`config.mk`:
```
export PLATFORM = sky130hd
export DESIGN_NAME = plist_cell
export DESIGN_NICKNAME = d
export VERILOG_FILES = /design/src/design/plist_pkg.sv /design/src/design/plist_cell.sv
export SDC_FILE = /design/constraint.sdc
export NUM_CORES = 1
export LEC_CHECK = 0
export ABC_CLOCK_PERIOD_IN_PS = 2950
export BUFFER_PORTS_ARGS = -buffer_cell sky130_fd_sc_hd__buf_4
export CAP_MARGIN = 40
export CORE_AREA = 2 2 132 134
export DETAILED_ROUTE_END_ITERATION = 10
export DIE_AREA = 0 0 134 136
export SYNTH_ARGS = -nofsm -noshare
export SYNTH_HDL_FRONTEND = slang
export SYNTH_SLANG_ARGS = --single-unit
```
`constraint.sdc`:
```
create_clock -name clock -period 2.95 [get_ports clock]
set_input_delay 0 -clock clock [delete_from_list [all_inputs] [get_ports clock]]
set_output_delay 0 -clock clock [all_outputs]
set_load 0.01 [all_outputs]
```
`src/design/plist_pkg.sv`:
```
// plist_pkg: shared types and constants for the positional list engine
// no dependencies; imported by plist_cell, plist_ctrl and the top level
`default_nettype none

package plist_pkg;

   // default list capacity and fixed field widths
   localparam int unsigned PLIST_DEPTH = 128;
   localparam int unsigned REC_W       = 64;   // id in [31:0], score bits in [63:32]
   localparam int unsigned IDX_W       = 12;   // cell index, enough for the largest list
   localparam int unsigned GRP         = 16;   // cells per first-level read group
   localparam int unsigned REQ_W       = 80;
   localparam int unsigned RSP_W       = 80;

   // request operation codes
   typedef enum logic [1:0] {
      OP_READ    = 2'd0,
      OP_INSERT  = 2'd1,
      OP_DELETE  = 2'd2,
      OP_REPLACE = 2'd3
   } op_type;

   // response status codes
   typedef enum logic [1:0] {
      STAT_OK    = 2'd0,
      STAT_RANGE = 2'd1,
      STAT_FULL  = 2'd2
   } status_type;

   // controller sequencing
   typedef enum logic [1:0] {
      S_IDLE = 2'd0,
      S_EXEC = 2'd1,
      S_DONE = 2'd2
   } state_type;

   // command broadcast from the controller to every cell
   typedef struct packed {
      logic             ins;   // insert at pidx, cells above take their lower neighbour
      logic             del;   // delete at pidx, cells from pidx up take their upper neighbour
      logic             rep;   // overwrite the cell at pidx
      logic             cap;   // capture the selected record into the read groups
      logic [IDX_W-1:0] pidx;  // 0-based target cell
      logic [REC_W-1:0] data;  // record to write
   } cmd_type;

endpackage

`default_nettype wire

```
`src/design/plist_cell.sv`:
```
// plist_cell: one list slot of the cell row, holding a single record
// depends on plist_pkg (cmd_type, widths)
`default_nettype none

module plist_cell import plist_pkg::*; #(
   parameter int unsigned INDEX = 0
) (
   input  wire logic             clock,
   input  wire cmd_type          cmd,
   input  wire logic [REC_W-1:0] left_rec,   // record of the cell one place lower
   input  wire logic [REC_W-1:0] right_rec,  // record of the cell one place higher
   output logic      [REC_W-1:0] rec,
   output logic      [REC_W-1:0] sel_rec     // own record when addressed, else zero
);

   logic [REC_W-1:0] rec_ff;
   logic [REC_W-1:0] rec_in;
   logic             hit;
   logic             above;

   // position of this cell relative to the target
   assign hit   = (cmd.pidx == IDX_W'(INDEX));
   assign above = (IDX_W'(INDEX) > cmd.pidx);

   // next record: shift, write or hold
   always_comb begin
      rec_in = rec_ff;
      if (cmd.ins) begin
         if (hit) begin
            rec_in = cmd.data;
         end else if (above) begin
            rec_in = left_rec;
         end
      end else if (cmd.del) begin
         if (hit || above) begin
            rec_in = right_rec;
         end
      end else if (cmd.rep && hit) begin
         rec_in = cmd.data;
      end
   end

   // payload storage, no reset
   always_ff @(posedge clock) begin
      rec_ff <= rec_in;
   end

   assign rec     = rec_ff;
   assign sel_rec = hit ? rec_ff : '0;

endmodule

`default_nettype wire

```
==> reports/results.ini <==
[finish]
area_growth_pct = 75.51
multi_input_area_sq_mm = 0.002136
largest_reg_flops = 64
drive_above_1_share = 0.5028
n_antenna_cell = 0
nNetsFinal = 930
fillers = 1587
seqCellArea_sq_mm = 0.001922

[worst_hold_path]
hold_class = in2reg
min_path_cells = 2

[clock_network]
numCtsBuffers = 9
root_buffer = clkbuf_16
path_clk_slew_ns = 0.05
cts.path.max_buffers = 2
htreeDepth = 3
cts.sinks = 64
tritoncts = built

[sta]
fin_setup_tns_ns = 0
hold_ws_ns = 0.01566
relSlewSlack = 0.5344
period_share = 0.5713
final-setup-viol-count = 0
hold_violations = 0
drv_slew = 0
rsz0062_at_grt = no
finalWorstSetupSlack_ns = 1.265
tightest_slew_ns = 0.6983
fmax_ghz = 0.5933
finalCriticalPeriod_ns = 1.685

[yosys]
synthesis.nets = 580
netlist_area_sq_mm = 0.004313
yosysSeqAreaShare = 0.4456
yosys_warnings = 0
ys_types = 23
synth-simple-area-share = 0.1717
synth-xor-area-share = 0
synth_mux_area_frac = 0.1462
synth_top_family_by_area = compound AO/OA/AOI/OAI gates
syn_avg_cell_area_sq_um = 11.63
yosys.area_share.adder = 0
ys_ff_latch = 64
synth_compound_gate_area_share = 0.1744
synthCells = 371

[critical_path]
crit_top_cell = buf_4
critical_path_class = in2out
path_cells = buf_4, nor4_4, and2_2, buf_4, and3_1, buf_4
arrival_ns = 1.69
critPathRequiredTime_ns = 2.95
cp.depth = 6
critPathTopFamily = simple AND/OR/NAND/NOR gates
critical-path-max-stage-delay_ns = 0.50
path_buf_inv = 3
cp_slowest_cell = buf_4
end_kind = primary output
start_kind = input pin
crit_fanout = 64

[die]
io_pins = 337
die_y_um = 136
core_area_sq_mm = 0.01688
num_rows = 48
start_util = 0.2556
die_area_sq_mm = 0.01822
fp.dieW_um = 134

[detailed_routing]
drt_iter0_drc = 213
routed_wl_um = 17570
first_pass_iters = 6
drc = 0
viasPerCell = 4.857
ant_nets = 0
via_count = 4609
routedWlPerCell_um = 18.51

[pwr]
p_leak_nw = 3.671
p_per_area_mw_per_mm2 = 323.9
max-vdd-ir-drop_mv = 0.2397
totalPowerFinal_mw = 2.452

[placed_design]
hpwl_um = 12700
routabilityCongestion = 0.8314
place.port_buffers = 335
place_ws_ns = 0.9531

[global_routing]
overflow = 0
grt_max_degree = 66
grt_pass1_vias = 4593
grt_pass1_wl_um = 25800
grt_use_total = 0.1840
antenna_found_initial = 0

[status]
status = finished, final reports clean

[flow_run]
maxCapViolations = 0

per-stage QoR:
stage	instances	area (sq um)	util
after global routing	949	7570	0.4485
after detailed placement	898	6955	0.4121
after CTS	949	7570	0.4485
after global placement	898	6955	0.4121
after floorplan	371	4313	-
final	949	7570	0.4485
cells in the mapped netlist:
| cell type | instances | area (sq um) |
|---|---|---|
| clkbuf_1 | 14 | 52.55 |
| nand2_1 | 63 | 236.5 |
| edfxtp_1 | 64 | 1922 |
| o2bb2a_1 | 1 | 10.01 |
| a41oi_1 | 1 | 8.760 |
| buf_2 | 8 | 40.04 |
| o221a_1 | 60 | 675.7 |
| o311a_1 | 1 | 10.01 |
| buf_6 | 12 | 135.1 |
| buf_1 | 1 | 3.750 |
| and3_1 | 64 | 400.4 |
| buf_4 | 1 | 7.510 |
| nor2_1 | 1 | 3.750 |
| inv_1 | 1 | 3.750 |
| a31o_1 | 1 | 8.760 |
| or3b_2 | 1 | 8.760 |
| o21ai_0 | 1 | 5.000 |
| nor4_4 | 3 | 63.81 |
| nand4_4 | 1 | 21.27 |
| and2_1 | 1 | 6.260 |
| o221a_2 | 3 | 33.78 |
| clkbuf_2 | 5 | 25.02 |
| mux2i_1 | 63 | 630.6 |
worst paths after layout:
| path | start | end | slack [ns] |
|---|---|---|---|
| max | cmd[69] | sel_rec[52] | 1.26 |
| min | left_rec[10] | rec[10]$_DFFE_PP_ | 0.02 |
what timing repair did:
action,4_1_cts,5_1_grt
resized for setup,0,0
endpoints found under the hold margin,37,0
setup buffers,0,0
hold buffers,37,0
per-layer routing:
| layer | wire length [um] | global-route usage | part of all wire | vias up |
|---|---|---|---|---|
| met5 | 0 | 0 | 0 | - |
| met2 | 9245 | 0.3330 | 0.53 | 201 |
| met3 | 1052 | 0.03691 | 0.060 | 29 |
| li1 | - | - | - | 2178 |
| met1 | 6854 | 0.2130 | 0.39 | 2201 |
| met4 | 413 | 0.07329 | 0.024 | 0 |
placed cells by master, fill, tap and decap left out, drive strengths merged, types with 3 or more instances in the layout:
cell type | Yosys | routed
clkbuf | 19 | 11
and3 | 64 | 64
edfxtp | 64 | 64
nor4 | 3 | 3
dlygate4sd3 | 0 | 37
clkinv | 0 | 3
mux2i | 63 | 63
o221a | 63 | 63
nand2 | 63 | 63
buf | 22 | 343
final cells by class:
cell class,count,area share
Inverter,1,0.0004959
Tap cell,225,0.03719
Clock inverter,3,0.001488
Multi-Input combinational cell,265,0.2821
Timing Repair Buffer,380,0.3940
Sequential cell,64,0.2539
Clock buffer,11,0.03074
power breakdown:
group | switching (mW) | internal, mW | leakage, nW
Sequential | 0.000161 | 1.01 | 0.595
Clock | 0.378 | 0.551 | 0.118
Combinational | 0.188 | 0.324 | 2.96
cells by family (layout without fill, tap and decap cells):
group	after synthesis	after routing
and+or+nand+nor	134	134
buffers and inverters	42	395
DFF	64	64
muxes	63	63
AOI/OAI and AO/OA	68	68
Note: power is estimated with default switching activity, not from simulation.
