### src/design/plist_pkg.sv
// plist_pkg: shared types and constants for the positional list engine
// no dependencies; imported by plist_cell, plist_ctrl and the top level
`default_nettype none

package plist_pkg;

   // default list capacity and fixed field widths
   localparam int unsigned PLIST_DEPTH = 128;
   localparam int unsigned REC_W       = 64;   // id in [31:0], score bits in [63:32]
   localparam int unsigned IDX_W       = 12;   // cell index, enough for the largest list
   localparam int unsigned GRP         = 16;   // cells per first-level read group
   localparam int unsigned REQ_W       = 80;
   localparam int unsigned RSP_W       = 80;

   // request operation codes
   typedef enum logic [1:0] {
      OP_READ    = 2'd0,
      OP_INSERT  = 2'd1,
      OP_DELETE  = 2'd2,
      OP_REPLACE = 2'd3
   } op_type;

   // response status codes
   typedef enum logic [1:0] {
      STAT_OK    = 2'd0,
      STAT_RANGE = 2'd1,
      STAT_FULL  = 2'd2
   } status_type;

   // controller sequencing
   typedef enum logic [1:0] {
      S_IDLE = 2'd0,
      S_EXEC = 2'd1,
      S_DONE = 2'd2
   } state_type;

   // command broadcast from the controller to every cell
   typedef struct packed {
      logic             ins;   // insert at pidx, cells above take their lower neighbour
      logic             del;   // delete at pidx, cells from pidx up take their upper neighbour
      logic             rep;   // overwrite the cell at pidx
      logic             cap;   // capture the selected record into the read groups
      logic [IDX_W-1:0] pidx;  // 0-based target cell
      logic [REC_W-1:0] data;  // record to write
   } cmd_type;

endpackage

`default_nettype wire

### src/design/plist_ctrl.sv
// plist_ctrl: request decode, length count, sequencing and response register
// depends on plist_pkg (op/status/state codes, cmd_type)
`default_nettype none

module plist_ctrl import plist_pkg::*; #(
   parameter int unsigned DEPTH = PLIST_DEPTH
) (
   input  wire logic             clock,
   input  wire logic             reset,
   input  wire logic             req_tvalid,
   output logic                  req_tready,
   input  wire logic [REQ_W-1:0] req_tdata,
   output logic                  rsp_tvalid,
   input  wire logic             rsp_tready,
   output logic      [RSP_W-1:0] rsp_tdata,
   output cmd_type               cmd,
   input  wire logic [REC_W-1:0] read_rec    // record picked out by the read groups
);

   localparam int unsigned CW   = $clog2(DEPTH + 1);
   localparam int unsigned CMPW = (CW > 8) ? CW + 1 : 9;

   state_type        state_ff, state_in;
   op_type           op_ff;
   logic [7:0]       pos_ff;
   logic [REC_W-1:0] data_ff;
   logic [CW-1:0]    count_ff, count_in;
   status_type       status_ff, status_in;
   logic             keep_ff, keep_in;
   logic             rsp_valid_ff;
   logic [RSP_W-1:0] rsp_data_ff;

   logic [CMPW-1:0]  pos_ext;
   logic [CMPW-1:0]  cnt_ext;
   logic             pos_ok;
   logic             full;
   logic             done_ok;
   logic             do_ins, do_del, do_rep;
   logic [REC_W-1:0] out_rec;

   // position checks against the current length
   assign pos_ext = CMPW'(pos_ff);
   assign cnt_ext = CMPW'(count_ff);
   assign full    = (count_ff == CW'(DEPTH));

   always_comb begin
      if (op_ff == OP_INSERT) begin
         pos_ok = (pos_ext != '0) && (pos_ext <= cnt_ext + CMPW'(1));
      end else begin
         pos_ok = (pos_ext != '0) && (pos_ext <= cnt_ext);
      end
   end

   // operation outcome
   always_comb begin
      status_in = STAT_OK;
      do_ins    = 1'b0;
      do_del    = 1'b0;
      do_rep    = 1'b0;
      keep_in   = 1'b0;
      count_in  = count_ff;
      if (!pos_ok) begin
         status_in = STAT_RANGE;
      end else begin
         case (op_ff)
            OP_INSERT: begin
               if (full) begin
                  status_in = STAT_FULL;
               end else begin
                  do_ins   = 1'b1;
                  count_in = count_ff + CW'(1);
               end
            end
            OP_DELETE: begin
               do_del   = 1'b1;
               keep_in  = 1'b1;
               count_in = count_ff - CW'(1);
            end
            OP_REPLACE: begin
               do_rep = 1'b1;
            end
            default: begin
               keep_in = 1'b1;
            end
         endcase
      end
   end

   assign done_ok = !rsp_valid_ff || rsp_tready;

   // next state
   always_comb begin
      state_in = state_ff;
      case (state_ff)
         S_IDLE: if (req_tvalid) state_in = S_EXEC;
         S_EXEC: state_in = S_DONE;
         S_DONE: if (done_ok) state_in = S_IDLE;
         default: state_in = S_IDLE;
      endcase
   end

   // state outputs
   always_comb begin
      req_tready = 1'b0;
      cmd        = '0;
      case (state_ff)
         S_IDLE: req_tready = 1'b1;
         S_EXEC: begin
            cmd.ins = do_ins;
            cmd.del = do_del;
            cmd.rep = do_rep;
            cmd.cap = 1'b1;
         end
         S_DONE: ;
         default: ;
      endcase
      cmd.pidx = IDX_W'(pos_ext - CMPW'(1));
      cmd.data = data_ff;
   end

   // control registers
   always_ff @(posedge clock) begin
      if (reset) begin
         state_ff     <= S_IDLE;
         count_ff     <= '0;
         rsp_valid_ff <= 1'b0;
      end else begin
         state_ff <= state_in;
         if (state_ff == S_EXEC) begin
            count_ff <= count_in;
         end
         if (state_ff == S_DONE && done_ok) begin
            rsp_valid_ff <= 1'b1;
         end else if (rsp_tready) begin
            rsp_valid_ff <= 1'b0;
         end
      end
   end

   assign out_rec = keep_ff ? read_rec : '0;

   // request and response payload
   always_ff @(posedge clock) begin
      if (req_tvalid && req_tready) begin
         op_ff   <= op_type'(req_tdata[1:0]);
         pos_ff  <= req_tdata[9:2];
         data_ff <= {req_tdata[73:42], req_tdata[41:10]};
      end
      if (state_ff == S_EXEC) begin
         status_ff <= status_in;
         keep_ff   <= keep_in;
      end
      if (state_ff == S_DONE && done_ok) begin
         rsp_data_ff <= {6'd0, 8'(count_ff), out_rec[63:32], out_rec[31:0], status_ff};
      end
   end

   assign rsp_tvalid = rsp_valid_ff;
   assign rsp_tdata  = rsp_data_ff;

   // length never passes the capacity
   a_count_cap: assert property (@(posedge clock) disable iff (reset)
      count_ff <= CW'(DEPTH))
      else $error("list length above capacity");

   // at most one shifting or writing command at a time
   a_cmd_one: assert property (@(posedge clock) disable iff (reset)
      $onehot0({cmd.ins, cmd.del, cmd.rep}))
      else $error("conflicting cell commands");

   // an insert grows the list by one
   a_ins_len: assert property (@(posedge clock) disable iff (reset)
      cmd.ins |=> count_ff == $past(count_ff) + CW'(1))
      else $error("insert did not grow the list");

   // a delete shrinks the list by one
   a_del_len: assert property (@(posedge clock) disable iff (reset)
      cmd.del |=> count_ff == $past(count_ff) - CW'(1))
      else $error("delete did not shrink the list");

endmodule

`default_nettype wire

### config.mk
export PLATFORM = sky130hd
export DESIGN_NAME = plist_ctrl
export DESIGN_NICKNAME = d
export VERILOG_FILES = /design/src/design/plist_pkg.sv /design/src/design/plist_ctrl.sv
export SDC_FILE = /design/constraint.sdc
export NUM_CORES = 1
export LEC_CHECK = 0
export ABC_AREA = 1
export BUFFER_PORTS_ARGS = -buffer_cell sky130_fd_sc_hd__buf_2
export CORE_ASPECT_RATIO = 0.6
export CORE_MARGIN = 2
export CORE_UTILIZATION = 47
export DETAILED_ROUTE_END_ITERATION = 10
export GPL_TIMING_DRIVEN = 0
export PLACE_DENSITY = 0.79
export SETUP_SLACK_MARGIN = 0.15
export SYNTH_ARGS = -nofsm -noshare
export SYNTH_HDL_FRONTEND = slang
export SYNTH_SLANG_ARGS = --single-unit
### constraint.sdc
create_clock -name clock -period 8.15 [get_ports clock]
set_input_delay 0.815 -clock clock [delete_from_list [all_inputs] [get_ports clock]]
set_output_delay 0.815 -clock clock [all_outputs]
set_load 0.005 [all_outputs]
==> out/qor.csv <==
stage,metric,value,unit
run_status,outcome,"complete, no violations",
clock_network,H-tree depth,4,
synthesis,complex-gate fraction of the synthesized area,1.73,%
finish,Filler cells,1059,
sta,hold slack,0.421,ns
finish,"commonest cells after routing, fill and taps aside","buf_2, edfxtp_1, nand2_1",
placement,Detailed Place HPWL,12300,µm
synthesis,"Primary FF master, synth",edfxtp_1,
pwr,Leak Pwr,0.00447,µW
sta,"Hold Violations, Final",0,
grt,GR peak layer,met2,
sta,fmax,0.247,GHz
worst_setup_path,RR Endpoint,count_ff[2],
pwr,Pwr Density,210,mW/mm²
route,wire per inst,15.1,µm
clock_network,post-CTS resize count,0,
sta,relative slew slack,55.9,%
run,Max-Cap Viols,0,
worst_setup_path,Worst path most repeated cell,nor2_1,
sta,Setup TNS,0,ns
min_path,Hold Crit Endpoint,rsp_tdata[0],
clock_network,maximum buffer depth of the clock tree,2,
grt,first-pass GRT wire length,23200,µm
grt,initial antenna violation count,1,
synthesis,register area share after synthesis,72.2,%
clock_network,Clock Latency Late Sink,0.41,ns
route,initial DRC count,255,
route,DRC,0,
synthesis,post-synthesis mux area share,0,%
sta,fin crit share,49.7,%
synthesis,top-area cell type share of the netlist area,68.8,%
synthesis,post-synth top area cell,edfxtp_1,
clock_network,"Setup Fix Bufs, Post-CTS",0,
finish,ant diodes,0,
synthesis,Synth Cell Area,0.00659,mm²
synthesis,main combinational cell family by area after synthesis,simple AND/OR/NAND/NOR gates,
finish,"commonest non-fill, non-tap cell in the layout",buf_2,
worst_setup_path,critical path's slowest cell,nor4_1,
grt,largest net degree at the start of global routing,18,
route,Antenna Nets Post-Route,0,
worst_setup_path,critical path data required time,7.34,ns
worst_setup_path,crit start category,flop,
worst_setup_path,CP Cell Sequence,"inv_1, nor4_1, nand4_1, xor2_1, ha_1, inv_1, nor2_1, and3_1, nor2_1, nand2_4, nand3_1, nor2_1, buf_2",
worst_setup_path,critical path type,reg -> out,
finish,layout cells sized above 1,41.6,%
clock_network,Root Buffer,clkbuf_16,
route,final WL,16000,µm
finish,Reg area,0.00475,mm²
synthesis,"EDFF count, synth",151,
pwr,VDD IR max,0.140,mV
die,num ports,310,
worst_setup_path,endpoint class of the critical path,output pin,
grt,GR Layer Usage met1,25.8,%
die,Die H,95.7,µm
route,DR vias,4730,
clock_network,clock net sink count,162,
synthesis,adder-cell share of the synthesized area,5.05,%
sta,setup ws final,4.10,ns
route,vias per inst,4.45,
worst_setup_path,Crit path largest cell delay,0.55,ns
synthesis,synth warn,0,
placement,Place WS,4.73,ns
grt,global-route met2 utilization,36.3,%
clock_network,CTS hold repair buffers,0,
grt,Overflow after GRT,0,
synthesis,simple-gate share of the synthesized area,11.3,%
worst_setup_path,Worst EP arrival,3.23,ns
worst_setup_path,"setup slack, reg-to-reg",5.02,ns
synthesis,Mapped Avg Cell Area,12.6,µm²
die,Starting Density,48.2,%
grt,total track usage,20.6,%
route,TritonRoute pass-1 iters,5,
sta,"Slew Viols, Final",0,
worst_setup_path,Worst Path Max Fanout,5,
sta,RSZ-0062 raised after global routing,false,
worst_setup_path,Worst Reg2Reg Path Length in Cells,14,
min_path,hold path start,status_ff[0],
finish,P&R area growth vs syn,37.7,%
synthesis,synth unique cells,33,
placement,I/O Buffers,297,
sta,"Setup violations, final",0,
worst_setup_path,R2R Path Start,count_ff[2],
grt,vias in the first global route,4557,
clock_network,TritonCTS Buffers,17,
clock_network,CTS clock-pin slew for the worst setup and hold paths,0.07,ns
die,core area,0.0137,mm²
placement,GPL Wtd Cong,0.876,
synthesis,Syn Inst Count,523,
min_path,hold path depth,0,
synthesis,ys async rst share,0,%
sta,Worst-Margin Slew,0.659,ns
finish,Multi-input gate area,0.00138,mm²
grt,met3 Track Usage GR,4.32,%
die,DIE WIDTH,157,µm
die,Die Area,0.0150,mm²
finish,Layout Nets,1031,
synthesis,Synth area leaders,"edfxtp_1, nand2_1, inv_1",
sta,Fin Clk Skew,0.00845,ns
clock_network,CTS tree,done,
sta,fin crit period,4.05,ns
die,FP Rows,33,
synthesis,Synth Area in XOR/XNOR,2.39,%
min_path,min-delay worst type,reg -> reg,
synthesis,Synth Register Bits,162,
worst max-delay path by stage:
stage	start	to	slack, ns
floorplan	rsp_tready	rsp_tdata[0]	1.67
global placement	rsp_tready	rsp_tdata[66]	-0.60
detailed placement	count_ff[0]	cmd[77]	4.73
CTS	count_ff[0]	cmd[78]	4.12
global route	count_ff[0]	cmd[78]	3.94
finish	count_ff[2]	cmd[77]	4.10
logic make-up after synthesis:
| group | Yosys count |
|---|---|
| compound gates | 20 |
| xor+xnor | 18 |
| fa+ha+maj | 26 |
| buf+inv | 117 |
| flops | 162 |
| other cells | 1 |
| simple gates | 179 |
metal layers:
layer	part of all wire (%)	vias up
met1	42	2183
met4	1.8	2
met2	50	164
met5	0.081	-
li1	-	2360
met3	6.1	21
where the power goes:
part / internal [µW] / leakage, µW / switching (µW)
registers: 952 / 0.00151 / 13.9
logic: 79.0 / 0.00270 / 92.2
clock network: 407 / 0.000265 / 359
sequential cells by signal, summed over array words and instances (netlist names):
register,cells
count_ff,8
data_ff,64
pos_ff,8
status_ff,2
keep_ff,1
op_ff,2
state_ff,2
rsp_tdata,74
rsp_tvalid,1
cell usage after synthesis (3+ instances only):
| cell type | number |
|---|---|
| a21oi_1 | 12 |
| buf_1 | 3 |
| buf_4 | 9 |
| clkbuf_1 | 4 |
| dfxtp_1 | 11 |
| edfxtp_1 | 151 |
| ha_1 | 25 |
| inv_1 | 97 |
| nand2_1 | 116 |
| nand3_1 | 7 |
| nor2_1 | 35 |
| nor2_2 | 4 |
| nor3_1 | 8 |
| xnor2_1 | 6 |
| xor2_1 | 12 |
metrics by stage:
step | area, µm² | utilization [%] | total power (µW) | std cells
after floorplan | 6610 | - | 1060 | 528
after global placement | 8330 | 61.0 | 1150 | 1017
after detailed placement | 8500 | 62.2 | 1160 | 1030
after CTS | 9070 | 66.4 | 1920 | 1062
after global routing | 9070 | 66.4 | 1970 | 1062
final | 9070 | 66.4 | 1900 | 1062
final cells by class:
cell class / instances / share of cell area [%]
sequential: 162 / 52.4
timing repair buffer: 310 / 18.1
clock buffer: 18 / 4.73
multi-input combinational: 249 / 15.2
buffer: 17 / 1.16
inverter: 100 / 4.14
clock inverter: 14 / 1.59
tap: 192 / 2.65
critical path: cells and delay by family (launching register included):
kind	cells	cell delay [ns]
xor+xnor	1	0.22
simple gates	8	1.47
fa+ha+maj	1	0.32
buf+inv	3	0.35
flops	1	0.45
Note: power is estimated with default switching activity, not from simulation.
